### src/rtl/cht_pkg.sv
`timescale 1ns / 1ps

package cht_pkg;

   // Fixed field widths of the request and response channels.
   localparam int KEY_W = 31;
   localparam int STATUS_W = 3;
   localparam int SLOT_IDX_W = 6;

   // Default table size.
   localparam int TABLE_SLOTS_DEF = 64;

   // Request types.
   localparam logic REQ_INSERT = 1'b0;
   localparam logic REQ_FIND = 1'b1;

   // Response status codes.
   typedef enum logic [STATUS_W-1:0] {
      ST_INSERTED = 3'd0,
      ST_DUPLICATE = 3'd1,
      ST_FULL = 3'd2,
      ST_FOUND = 3'd3,
      ST_NOT_FOUND = 3'd4
   } status_type;

   // Controller states.
   typedef enum logic [3:0] {
      S_CLEAR,
      S_IDLE,
      S_MOD,
      S_PROBE_RD,
      S_PROBE_CHK,
      S_WALK_RD,
      S_WALK_CHK,
      S_FIND_RD,
      S_FIND_CHK,
      S_DONE
   } state_type;

endpackage

### src/rtl/cht_ram.sv
`timescale 1ns / 1ps

module cht_ram #(
   parameter int WIDTH = 8,
   parameter int DEPTH = 64
) (
   input  logic                     clock,
   input  logic                     wr_en,
   input  logic [$clog2(DEPTH)-1:0] wr_addr,
   input  logic [WIDTH-1:0]         wr_data,
   input  logic [$clog2(DEPTH)-1:0] rd_addr,
   output logic [WIDTH-1:0]         rd_data
);

   logic [WIDTH-1:0] mem [DEPTH];
   logic [WIDTH-1:0] rd_data_ff;

   always_ff @(posedge clock) begin
      if (wr_en) begin
         mem[wr_addr] <= wr_data;
      end
      rd_data_ff <= mem[rd_addr];
   end

   assign rd_data = rd_data_ff;

endmodule

### src/rtl/cht_home_mod.sv
`timescale 1ns / 1ps

module cht_home_mod #(
   parameter int TABLE_SLOTS = cht_pkg::TABLE_SLOTS_DEF
) (
   input  logic                           clock,
   input  logic                           reset,
   input  logic                           start,
   input  logic [cht_pkg::KEY_W-1:0]      key,
   output logic                           done,
   output logic [$clog2(TABLE_SLOTS)-1:0] home
);

   import cht_pkg::*;

   localparam int AW = $clog2(TABLE_SLOTS);
   localparam int RW = KEY_W + 1;
   localparam int PW = KEY_W + RW;
   localparam int SH = KEY_W + AW;
   // Rounded-up reciprocal of the table size, scaled by 2**SH. At this scale
   // the quotient of every 31-bit key comes out exact, and it fits in 32 bits.
   localparam logic [RW-1:0] RECIP =
      RW'(((64'd1 << SH) + 64'(TABLE_SLOTS) - 64'd1) / 64'(TABLE_SLOTS));
   localparam logic [AW-1:0] SLOTS_LO = AW'(TABLE_SLOTS);

   // Steps in order: key capture, reciprocal multiply, remainder. Only the low
   // AW bits of the quotient matter, since the remainder fits in AW bits.
   logic [KEY_W-1:0] key_ff, key_in;
   logic [AW-1:0]    quot_ff, quot_in;
   logic [AW-1:0]    rem_ff, rem_in;
   logic             stage1_ff, stage1_in;
   logic             stage2_ff, stage2_in;
   logic             done_ff, done_in;
   logic [PW-1:0]    prod;
   logic [AW-1:0]    quot_mul;

   always_comb begin
      key_in = start ? key : key_ff;
      prod = {{RW{1'b0}}, key_ff} * {{KEY_W{1'b0}}, RECIP};
      quot_in = prod[SH +: AW];
      quot_mul = quot_ff * SLOTS_LO;
      rem_in = key_ff[AW-1:0] - quot_mul;
      stage1_in = start;
      stage2_in = stage1_ff;
      done_in = stage2_ff;
   end

   always_ff @(posedge clock) begin
      if (reset) begin
         stage1_ff <= 1'b0;
         stage2_ff <= 1'b0;
         done_ff <= 1'b0;
      end else begin
         stage1_ff <= stage1_in;
         stage2_ff <= stage2_in;
         done_ff <= done_in;
      end
      key_ff <= key_in;
      quot_ff <= quot_in;
      rem_ff <= rem_in;
   end

   assign done = done_ff;
   assign home = rem_ff;

endmodule

### src/rtl/coalesced_hash_table_unit.sv
`timescale 1ns / 1ps

// Coalesced hash table of 31-bit keys in TABLE_SLOTS slots.
// A request on the req_ channel carries req_type (insert or find) and req_key.
// Every request gives exactly one response on the rsp_ channel: rsp_status and
// rsp_slot_index (low six bits of the slot; zero for duplicate, full and not found).
// Both channels use valid/ready; a transfer happens when both are high.
// The home slot (key mod TABLE_SLOTS) comes from a reciprocal multiply in the
// cht_home_mod pipeline. Each slot visited is then a read state, which puts the
// address on the slot memory read port, and a check state on the registered
// read data; the result is then loaded into the output register. An insert
// into a crowded table reads slots on both the probe and the chain walk.
// One request is worked on at a time; req_ready is high while the controller
// is idle, even if a response is still waiting in the output register. If the
// receiver stalls, a finished result waits in the controller until the output
// register frees up. After reset the block clears every slot (used mark off,
// link null), one slot per cycle, so req_ready stays low until the pass is through.
module coalesced_hash_table_unit #(
   parameter int TABLE_SLOTS = cht_pkg::TABLE_SLOTS_DEF
) (
   input  logic                             clock,
   input  logic                             reset,
   input  logic                             req_valid,
   output logic                             req_ready,
   input  logic                             req_type,
   input  logic [cht_pkg::KEY_W-1:0]        req_key,
   output logic                             rsp_valid,
   input  logic                             rsp_ready,
   output logic [cht_pkg::STATUS_W-1:0]     rsp_status,
   output logic [cht_pkg::SLOT_IDX_W-1:0]   rsp_slot_index
);

   import cht_pkg::*;

   localparam int AW = $clog2(TABLE_SLOTS);
   localparam int LW = $clog2(TABLE_SLOTS + 1);
   localparam int DW = KEY_W + 1 + LW;
   localparam int XW = (AW > SLOT_IDX_W) ? AW : SLOT_IDX_W;
   localparam logic [LW-1:0] LINK_NULL = LW'(TABLE_SLOTS);
   localparam logic [AW-1:0] LAST_SLOT = AW'(TABLE_SLOTS - 1);

   state_type state_ff, state_in;

   logic [KEY_W-1:0]      key_ff, key_in;
   logic                  op_ff, op_in;
   logic [AW-1:0]         home_ff, home_in;
   logic [AW-1:0]         addr_ff, addr_in;
   logic [AW-1:0]         new_ff, new_in;
   logic [LW-1:0]         steps_ff, steps_in;
   logic [AW-1:0]         clr_ff, clr_in;
   status_type            res_status_ff, res_status_in;
   logic [AW-1:0]         res_slot_ff, res_slot_in;
   logic                  rsp_valid_ff, rsp_valid_in;
   status_type            rsp_status_ff, rsp_status_in;
   logic [SLOT_IDX_W-1:0] rsp_slot_ff, rsp_slot_in;

   logic                  mod_start;
   logic                  mod_done;
   logic [AW-1:0]         mod_home;

   logic                  wr_en;
   logic [AW-1:0]         wr_addr;
   logic [DW-1:0]         wr_data;
   logic [DW-1:0]         rd_data;

   logic [KEY_W-1:0]      rd_key;
   logic                  rd_used;
   logic [LW-1:0]         rd_link;
   logic [AW-1:0]         addr_nxt;
   logic                  link_go;
   logic [XW-1:0]         slot_ext;

   cht_home_mod #(
      .TABLE_SLOTS(TABLE_SLOTS)
   ) u_home (
      .clock(clock),
      .reset(reset),
      .start(mod_start),
      .key(key_in),
      .done(mod_done),
      .home(mod_home)
   );

   // Each word holds {key, used, link}; the link is null when equal to TABLE_SLOTS.
   cht_ram #(
      .WIDTH(DW),
      .DEPTH(TABLE_SLOTS)
   ) u_slots (
      .clock(clock),
      .wr_en(wr_en),
      .wr_addr(wr_addr),
      .wr_data(wr_data),
      .rd_addr(addr_ff),
      .rd_data(rd_data)
   );

   assign rd_key = rd_data[DW-1 -: KEY_W];
   assign rd_used = rd_data[LW];
   assign rd_link = rd_data[LW-1:0];

   // Next slot of the linear probe, wrapping at the end of the table.
   assign addr_nxt = (addr_ff == LAST_SLOT) ? '0 : addr_ff + 1'b1;

   // A chain walk goes on while the step bound holds and the link is not null.
   assign link_go = (steps_ff < LINK_NULL) && (rd_link < LINK_NULL);

   always_comb begin
      state_in = state_ff;
      key_in = key_ff;
      op_in = op_ff;
      home_in = home_ff;
      addr_in = addr_ff;
      new_in = new_ff;
      steps_in = steps_ff;
      clr_in = clr_ff;
      res_status_in = res_status_ff;
      res_slot_in = res_slot_ff;
      rsp_valid_in = rsp_valid_ff;
      rsp_status_in = rsp_status_ff;
      rsp_slot_in = rsp_slot_ff;
      mod_start = 1'b0;
      wr_en = 1'b0;
      wr_addr = addr_ff;
      wr_data = {key_ff, 1'b1, rd_link};
      req_ready = 1'b0;
      slot_ext = XW'(res_slot_ff);

      if (rsp_valid_ff && rsp_ready) begin
         rsp_valid_in = 1'b0;
      end

      case (state_ff)
         S_CLEAR: begin
            wr_en = 1'b1;
            wr_addr = clr_ff;
            wr_data = {{KEY_W{1'b0}}, 1'b0, LINK_NULL};
            clr_in = clr_ff + 1'b1;
            if (clr_ff == LAST_SLOT) begin
               state_in = S_IDLE;
            end
         end
         S_IDLE: begin
            req_ready = 1'b1;
            if (req_valid) begin
               key_in = req_key;
               op_in = req_type;
               mod_start = 1'b1;
               state_in = S_MOD;
            end
         end
         S_MOD: begin
            if (mod_done) begin
               home_in = mod_home;
               addr_in = mod_home;
               steps_in = '0;
               state_in = (op_ff == REQ_FIND) ? S_FIND_RD : S_PROBE_RD;
            end
         end
         S_PROBE_RD: begin
            state_in = S_PROBE_CHK;
         end
         S_PROBE_CHK: begin
            if (!rd_used) begin
               // Claim the free slot; a slot away from home is then hung
               // on the tail of the home chain.
               wr_en = 1'b1;
               if (addr_ff == home_ff) begin
                  res_status_in = ST_INSERTED;
                  res_slot_in = addr_ff;
                  state_in = S_DONE;
               end else begin
                  new_in = addr_ff;
                  addr_in = home_ff;
                  steps_in = '0;
                  state_in = S_WALK_RD;
               end
            end else if (rd_key == key_ff) begin
               res_status_in = ST_DUPLICATE;
               res_slot_in = '0;
               state_in = S_DONE;
            end else if (addr_nxt == home_ff) begin
               res_status_in = ST_FULL;
               res_slot_in = '0;
               state_in = S_DONE;
            end else begin
               addr_in = addr_nxt;
               state_in = S_PROBE_RD;
            end
         end
         S_WALK_RD: begin
            state_in = S_WALK_CHK;
         end
         S_WALK_CHK: begin
            if (link_go) begin
               addr_in = rd_link[AW-1:0];
               steps_in = steps_ff + 1'b1;
               state_in = S_WALK_RD;
            end else begin
               wr_en = 1'b1;
               wr_data = {rd_key, rd_used, LW'(new_ff)};
               res_status_in = ST_INSERTED;
               res_slot_in = new_ff;
               state_in = S_DONE;
            end
         end
         S_FIND_RD: begin
            state_in = S_FIND_CHK;
         end
         S_FIND_CHK: begin
            if (rd_used && (rd_key == key_ff)) begin
               res_status_in = ST_FOUND;
               res_slot_in = addr_ff;
               state_in = S_DONE;
            end else if (link_go) begin
               addr_in = rd_link[AW-1:0];
               steps_in = steps_ff + 1'b1;
               state_in = S_FIND_RD;
            end else begin
               res_status_in = ST_NOT_FOUND;
               res_slot_in = '0;
               state_in = S_DONE;
            end
         end
         S_DONE: begin
            // Hand the result over once the output register is free.
            if (!rsp_valid_ff || rsp_ready) begin
               rsp_valid_in = 1'b1;
               rsp_status_in = res_status_ff;
               rsp_slot_in = slot_ext[SLOT_IDX_W-1:0];
               state_in = S_IDLE;
            end
         end
         default: begin
            state_in = S_IDLE;
         end
      endcase
   end

   always_ff @(posedge clock) begin
      if (reset) begin
         state_ff <= S_CLEAR;
         clr_ff <= '0;
         rsp_valid_ff <= 1'b0;
      end else begin
         state_ff <= state_in;
         clr_ff <= clr_in;
         rsp_valid_ff <= rsp_valid_in;
      end
      key_ff <= key_in;
      op_ff <= op_in;
      home_ff <= home_in;
      addr_ff <= addr_in;
      new_ff <= new_in;
      steps_ff <= steps_in;
      res_status_ff <= res_status_in;
      res_slot_ff <= res_slot_in;
      rsp_status_ff <= rsp_status_in;
      rsp_slot_ff <= rsp_slot_in;
   end

   assign rsp_valid = rsp_valid_ff;
   assign rsp_status = rsp_status_ff;
   assign rsp_slot_index = rsp_slot_ff;

endmodule

### config.mk
export PLATFORM = sky130hd
export DESIGN_NAME = coalesced_hash_table_unit
export DESIGN_NICKNAME = d
export VERILOG_FILES = /design/src/rtl/cht_pkg.sv /design/src/rtl/cht_ram.sv /design/src/rtl/cht_home_mod.sv /design/src/rtl/coalesced_hash_table_unit.sv
export SDC_FILE = /design/constraint.sdc
export NUM_CORES = 2
export LEC_CHECK = 0
export BUFFER_PORTS_ARGS = -buffer_cell sky130_fd_sc_hd__buf_4
export CORE_MARGIN = 5
export CORE_UTILIZATION = 28
export DETAILED_ROUTE_END_ITERATION = 6
export PLACE_DENSITY_LB_ADDON = 0.3
export SLEW_MARGIN = 20
export SYNTH_ARGS = -nofsm -noshare
export SYNTH_HDL_FRONTEND = slang
export SYNTH_SLANG_ARGS = --single-unit
### constraint.sdc
create_clock -name clock -period 5.33 [get_ports clock]
set_clock_uncertainty 0.1 [all_clocks]
set_input_delay 0.7995 -clock clock [delete_from_list [all_inputs] [get_ports clock]]
set_output_delay 0.7995 -clock clock [all_outputs]
set_load 0.02 [all_outputs]
Word-level counts from Yosys, hierarchy flattened
Memory sizes are Yosys's and may differ from the RTL's. A register that Yosys moved wholly into a read port is not among the register bits.
Cells that the tools add are included.
{"block": "classes", "add_sub_neg": 3, "n_lt_le_gt_ge": 2, "eq_ne": 28, "n_mux": 60, "bitwise_logic": 2, "reduce_logical": 16}
{"cell": "$mux 6", "count": 16}
{"cell": "$pmux 39 s2", "count": 1}
{"cell": "$mux 31", "count": 2}
{"cell": "$mux 4", "count": 11}
{"cell": "$pmux 4 s10", "count": 1}
{"cell": "$mux 39", "count": 1}
{"cell": "$mux 7", "count": 5}
{"cell": "$eq 31x31->1", "count": 1}
{"cell": "$pmux 7 s4", "count": 1}
{"cell": "$mux 3", "count": 8}
{"cell": "$pmux 6 s4", "count": 1}
{"cell": "$pmux 6 s3", "count": 1}
{"cell": "$eq 4x3->1 const B", "count": 4}
{"cell": "$lt 7x7->1 const B", "count": 2}
{"cell": "$ne 2x2->1 const B", "count": 7}
{"cell": "$add 6x1->6 const B", "count": 2}
{"cell": "$eq 6x6->1", "count": 2}
{"cell": "$eq 6x6->1 const B", "count": 2}
{"cell": "$mux 1", "count": 10}
{"cell": "$reduce_and 5->1", "count": 2}
{"cell": "$ne 3x3->1 const B", "count": 3}
{"cell": "$pmux 3 s3", "count": 1}
{"cell": "$eq 4x2->1 const B", "count": 2}
{"cell": "$eq 4x4->1 const B", "count": 2}
{"cell": "17 further kinds", "count": 23}
{"block": "totals", "reg_bits": 101, "mem_bits_rw": 2496, "in_bits": 36, "out_inout_bits": 11, "wordCells": 130, "n_memories": 1}
{"memory": "u_slots.mem", "words": 64, "width": 39, "rd": 1, "rd_clocked_by_memory_dff": 1, "wr": 1, "line": "cht_ram.sv:15", "rtl": "logic [WIDTH-1:0] mem [DEPTH];"}

Depth between registers and ports, before layout
{"block": "depth", "ltp_word": 7, "depth_mapped": 12, "depth_no_buf": 9}

Cells and area by module
A second synthesis with hierarchy kept.
{"block": "unflattened", "cells_unflattened": 4650, "area_unflattened_um2": 100537.7}
{"module": "cht_ram", "n_inst": 1, "cells_each": 4059, "area_each_um2": 95350.2, "seq_area_each_um2": 75732.6}
{"module": "coalesced_hash_table_unit", "n_inst": 1, "cells_each": 573, "area_each_um2": 4808.4, "seq_area_each_um2": 2162.1}
{"module": "cht_home_mod", "n_inst": 1, "cells_each": 18, "area_each_um2": 379.1, "seq_area_each_um2": 360.3}

Worst setup path before layout
No wires, ideal clock.
{"block": "synth_timing", "path_type": "register -> register", "from": "reg steps_ff[6]", "to": "mem u_slots.mem[0][24] in the netlist's numbering (data pin)", "setup_ns": 0.701, "arrival_ns": 3.809, "required_time_ns": 4.529, "slack_ns": 0.720, "stages_incl_launch_ff": 6, "n_path_buf": 2, "synth_period_minus_slack_ns": 4.610, "path_cell_list": "edfxtp_1 > nor2_1 > nor2_1 > clkbuf_1 > clkbuf_1 > o21ai_0"}
{"block": "synth_between", "elab_chain_len": 4}
{"element": "start: declaration", "line": "coalesced_hash_table_unit.sv:49", "rtl": "logic [LW-1:0] steps_ff, steps_in;"}
{"element": "start signal: assignment", "line": "coalesced_hash_table_unit.sv:254", "rtl": "steps_ff <= steps_in;"}
{"element": "$lt 7x7->1", "line": "coalesced_hash_table_unit.sv:105", "rtl": "assign link_go = (steps_ff < LINK_NULL) && (rd_link < LINK_NULL);"}
{"element": "$logic_and 1x1->1", "line": "coalesced_hash_table_unit.sv:105"}
{"element": "$mux 39", "line": "coalesced_hash_table_unit.sv:194", "rtl": "if (link_go) begin"}
{"element": "$pmux 39 s2", "line": "coalesced_hash_table_unit.sv:132", "rtl": "case (state_ff)"}
{"element": "net u_slots.wr_data[24]", "line": "cht_ram.sv:10", "rtl": "input logic [WIDTH-1:0] wr_data,"}
{"element": "end: declaration", "line": "cht_ram.sv:15"}
The timed path passes the listed nets, and every way through them passes these cells.

Worst setup path in the final report
{"block": "layout_timing", "from": "reg state_ff[3]", "to": "mem u_slots.mem[27][22] in the netlist's numbering (data pin)"}
{"block": "layout_between", "elab_chain_len": 2, "word_cells_on_any_way": 3, "cone_classes": "eq/ne (1); mux (1); reduce/logical (1)"}
{"element": "start: declaration", "line": "coalesced_hash_table_unit.sv:42", "rtl": "state_type state_ff, state_in;"}
{"element": "start signal: assignment", "line": "coalesced_hash_table_unit.sv:245", "rtl": "state_ff <= state_in;"}
{"element": "$eq 4x3->1 / $logic_not 4->1 (equally long branches)", "line": "coalesced_hash_table_unit.sv:132"}
{"element": "$pmux 39 s2 (*)", "line": "coalesced_hash_table_unit.sv:132"}
{"element": "net u_slots.wr_data[22]", "line": "cht_ram.sv:10"}
Mark *: on every way through the listed nets, which the timed path passes. The rest lies on a longest branch.

==> impl_metrics.tcl <==
set metrics [dict create \
    ir_drop_v 0.000256 \
    ant_nets 0 \
    postSynthCellCount 4556 \
    drive_gt1_frac 0.292 \
    antenna_found_initial 15 \
    routed_wl_um 298000 \
    hold_path.class "in -> reg" \
    grt_max_degree 100 \
    die_area_sq_um 373000 \
    core-area_sq_um 359000 \
    worstPathRequired_ns 5.91 \
    grt_pass1_wl_um 413000 \
    p_leak_nw 35.7 \
    nets 4965 \
    tritoncts "built" \
    rsz0062_at_grt "false" \
    swShare 0.194 \
    p_int_w 0.0338 \
    clk_pin_slew_ns 0.06 \
    routed_via_density 5.01 \
    rows 220 \
    cts_root_buf "clkbuf_16" \
    grt_pass1_vias 50319 \
    die_x_um 611 \
    timing.setup.tns_ns 0 \
    clock_power_share 0.456 \
    p_total_w 0.0420 \
    cts_resized 0 \
    gr-total-overflow 0 \
    cts_setup_buffers 0 \
    switchingPower_w 0.00817 \
    end_kind "flop" \
    max_clock_freq_mhz 212 \
    ys_seq_area_frac 0.776 \
    clkLatencyLatePin_ns 0.96 \
    cts_buffer_depth 4 \
    dr.pass1.iters 5 \
    yosys_warnings 0 \
    relSlewSlack 0.264 \
    setup_viol 0 \
    cts_buffers 296 \
    critPathMaxFanout 42 \
    cts_hold_buf 26 \
    powerDensity_nw_per_um2 353 \
    clkSinkCount 2636 \
    final_core_util 0.331 \
    synth_cell_types 56 \
    worst-setup-path-type "reg -> reg" \
    ios 47 \
    dpl.hpwl_um 174000 \
    gp_congestion 0.808 \
    start_util 0.281 \
    maxCapViolCount 0 \
    num_vias 49673 \
    synth_nets 4595 \
    drt_iter0_drc 5566 \
    area_growth_pct 17.7 \
    min_period_ns 4.72 \
    final_common_cell "edfxtp_1" \
    outcome "finished, final reports clean" \
    cts_max_level 5 \
    critPathLaunchType "flop" \
    wl_per_cell_um 30.0 \
    synthFlopType "edfxtp_1" \
    die_h_um 611 \
    grt_usage 0.156 \
    io_buffers 46 \
    synth_edf_count 2571 \
    syn_avg_cell_area_sq_um 22.2 \
    drc 0 \
    arrival_ns 5.30 \
    synth_area_sq_um 101000 \
    min_period_over_period 0.885 \
    combPwrFrac 0.007 \
    p_seq_frac 0.537 \
    holdWs_ns 0.107 \
    ys_async_sr_fraction 0 \
    worst_pin_slew_ns 1.10 \
    final_max_slew_viol_count 0 \
    synth_seq_cells 2636 \
    final_cell_mix "edfxtp_1 (2,571), mux4_2 (655), clkbuf_16 (300)" \
    hold_viol_final 0 \
]
## per-stage QoR
stage               cells  setup slack, ns  area, sq um
floorplan            4556            0.720       101000
global placement     9369            0.775       110000
detailed placement   9371            0.709       110000
CTS                  9907            0.658       119000
global route         9914            0.337       119000
finish               9916            0.611       119000
## cell usage after synthesis (12+ instances only)
| cell | instances | area (sq um) |
|---|---|---|
| nor2b_1 | 12 | 75.1 |
| o221ai_1 | 48 | 420 |
| xnor2_1 | 17 | 149 |
| mux2i_1 | 156 | 1560 |
| buf_1 | 29 | 109 |
| mux4_2 | 655 | 14800 |
| nand2_1 | 160 | 601 |
| a21oi_1 | 83 | 415 |
| nand2b_1 | 12 | 75.1 |
| buf_2 | 68 | 340 |
| dfxtp_1 | 65 | 1300 |
| nand3_1 | 12 | 60.1 |
| mux2_2 | 48 | 541 |
| o22ai_1 | 47 | 294 |
| xor2_1 | 36 | 315 |
| a211oi_1 | 24 | 180 |
| clkbuf_1 | 103 | 387 |
| o21ai_0 | 128 | 641 |
| nor2_1 | 112 | 420 |
| edfxtp_1 | 2571 | 77200 |
| buf_6 | 12 | 135 |
| buf_4 | 32 | 240 |
## area by class of cell
cell class | instances | area [sq um]
antenna | 5 | 12.5
clock buffer | 380 | 7850
clock inverter | 130 | 1120
fill | 33871 | 241000
inverter | 8 | 30.0
multi-input combinational | 1668 | 22400
sequential | 2636 | 78500
tap | 4773 | 5970
timing repair buffer | 316 | 3150
## power groups by stage
stage               clock network (W)  registers, W  logic [W]
finish                         0.0191        0.0226   0.000296
global route                   0.0204        0.0225   0.000310
CTS                            0.0195        0.0226   0.000305
detailed placement                  0        0.0230   0.000288
global placement                    0        0.0230   0.000288
floorplan                           0        0.0230   0.000114
## registers in the layout (all words and copies together) (netlist names)
register / cells
rsp_status: 3
home_ff: 6
u_home.home: 6
rsp_valid: 1
res_slot_ff: 6
u_home.key_ff: 6
state_ff: 4
addr_ff: 6
u_home.stage1_ff: 1
u_home.done_in: 1
steps_ff: 7
clr_ff: 6
u_slots.rd_data: 39
u_slots.mem: 2496
res_status_ff: 3
rsp_slot_index: 6
u_home.done: 1
op_ff: 1
key_ff: 31
new_ff: 6
## path summary, 6_finish.rpt
check,cells after the start,start,slack [ns],endpoint
worst max-delay path,8,state_ff[3],0.61,u_slots.mem[27][22]
worst min-delay path,3,req_valid,0.11,state_ff[0]
worst min register to register,0,u_home.key_ff[0],0.17,u_home.home[0]
worst max register to register,8,state_ff[3],0.61,u_slots.mem[27][22]
## cells by family (layout without fill, tap and decap cells)
logic type	count (synthesis)	in the layout	share of synthesized area
flops	2636	2636	0.776
mux	859	859	0.167
compound gates	390	390	0.0241
simple gates	363	363	0.0157
buf+inv	252	834	0.0123
xor+xnor	53	53	0.00459
fa+ha+maj	3	3	0.000371
other cells	0	5	0
## layer usage
metal  track usage  vias to the layer above  routed length, um
met5             0                        -                 11
met4        0.0416                        2               7370
met3        0.0286                      362              19900
met2         0.250                     1917             141000
met1         0.220                    27359             129000
li1              -                    20033                  -
## worst max-delay path, stage by stage, from the launching register on
cell and delay [ns]:
dfxtp_1 0.46, nor2_1 0.33, nand3_1 0.32, nor2_4 0.66, buf_4 0.52, buf_4 0.73
nand2_1 0.22, o21ai_4 0.42, buf_4 0.49
Note: power is estimated with default switching activity, not from simulation.
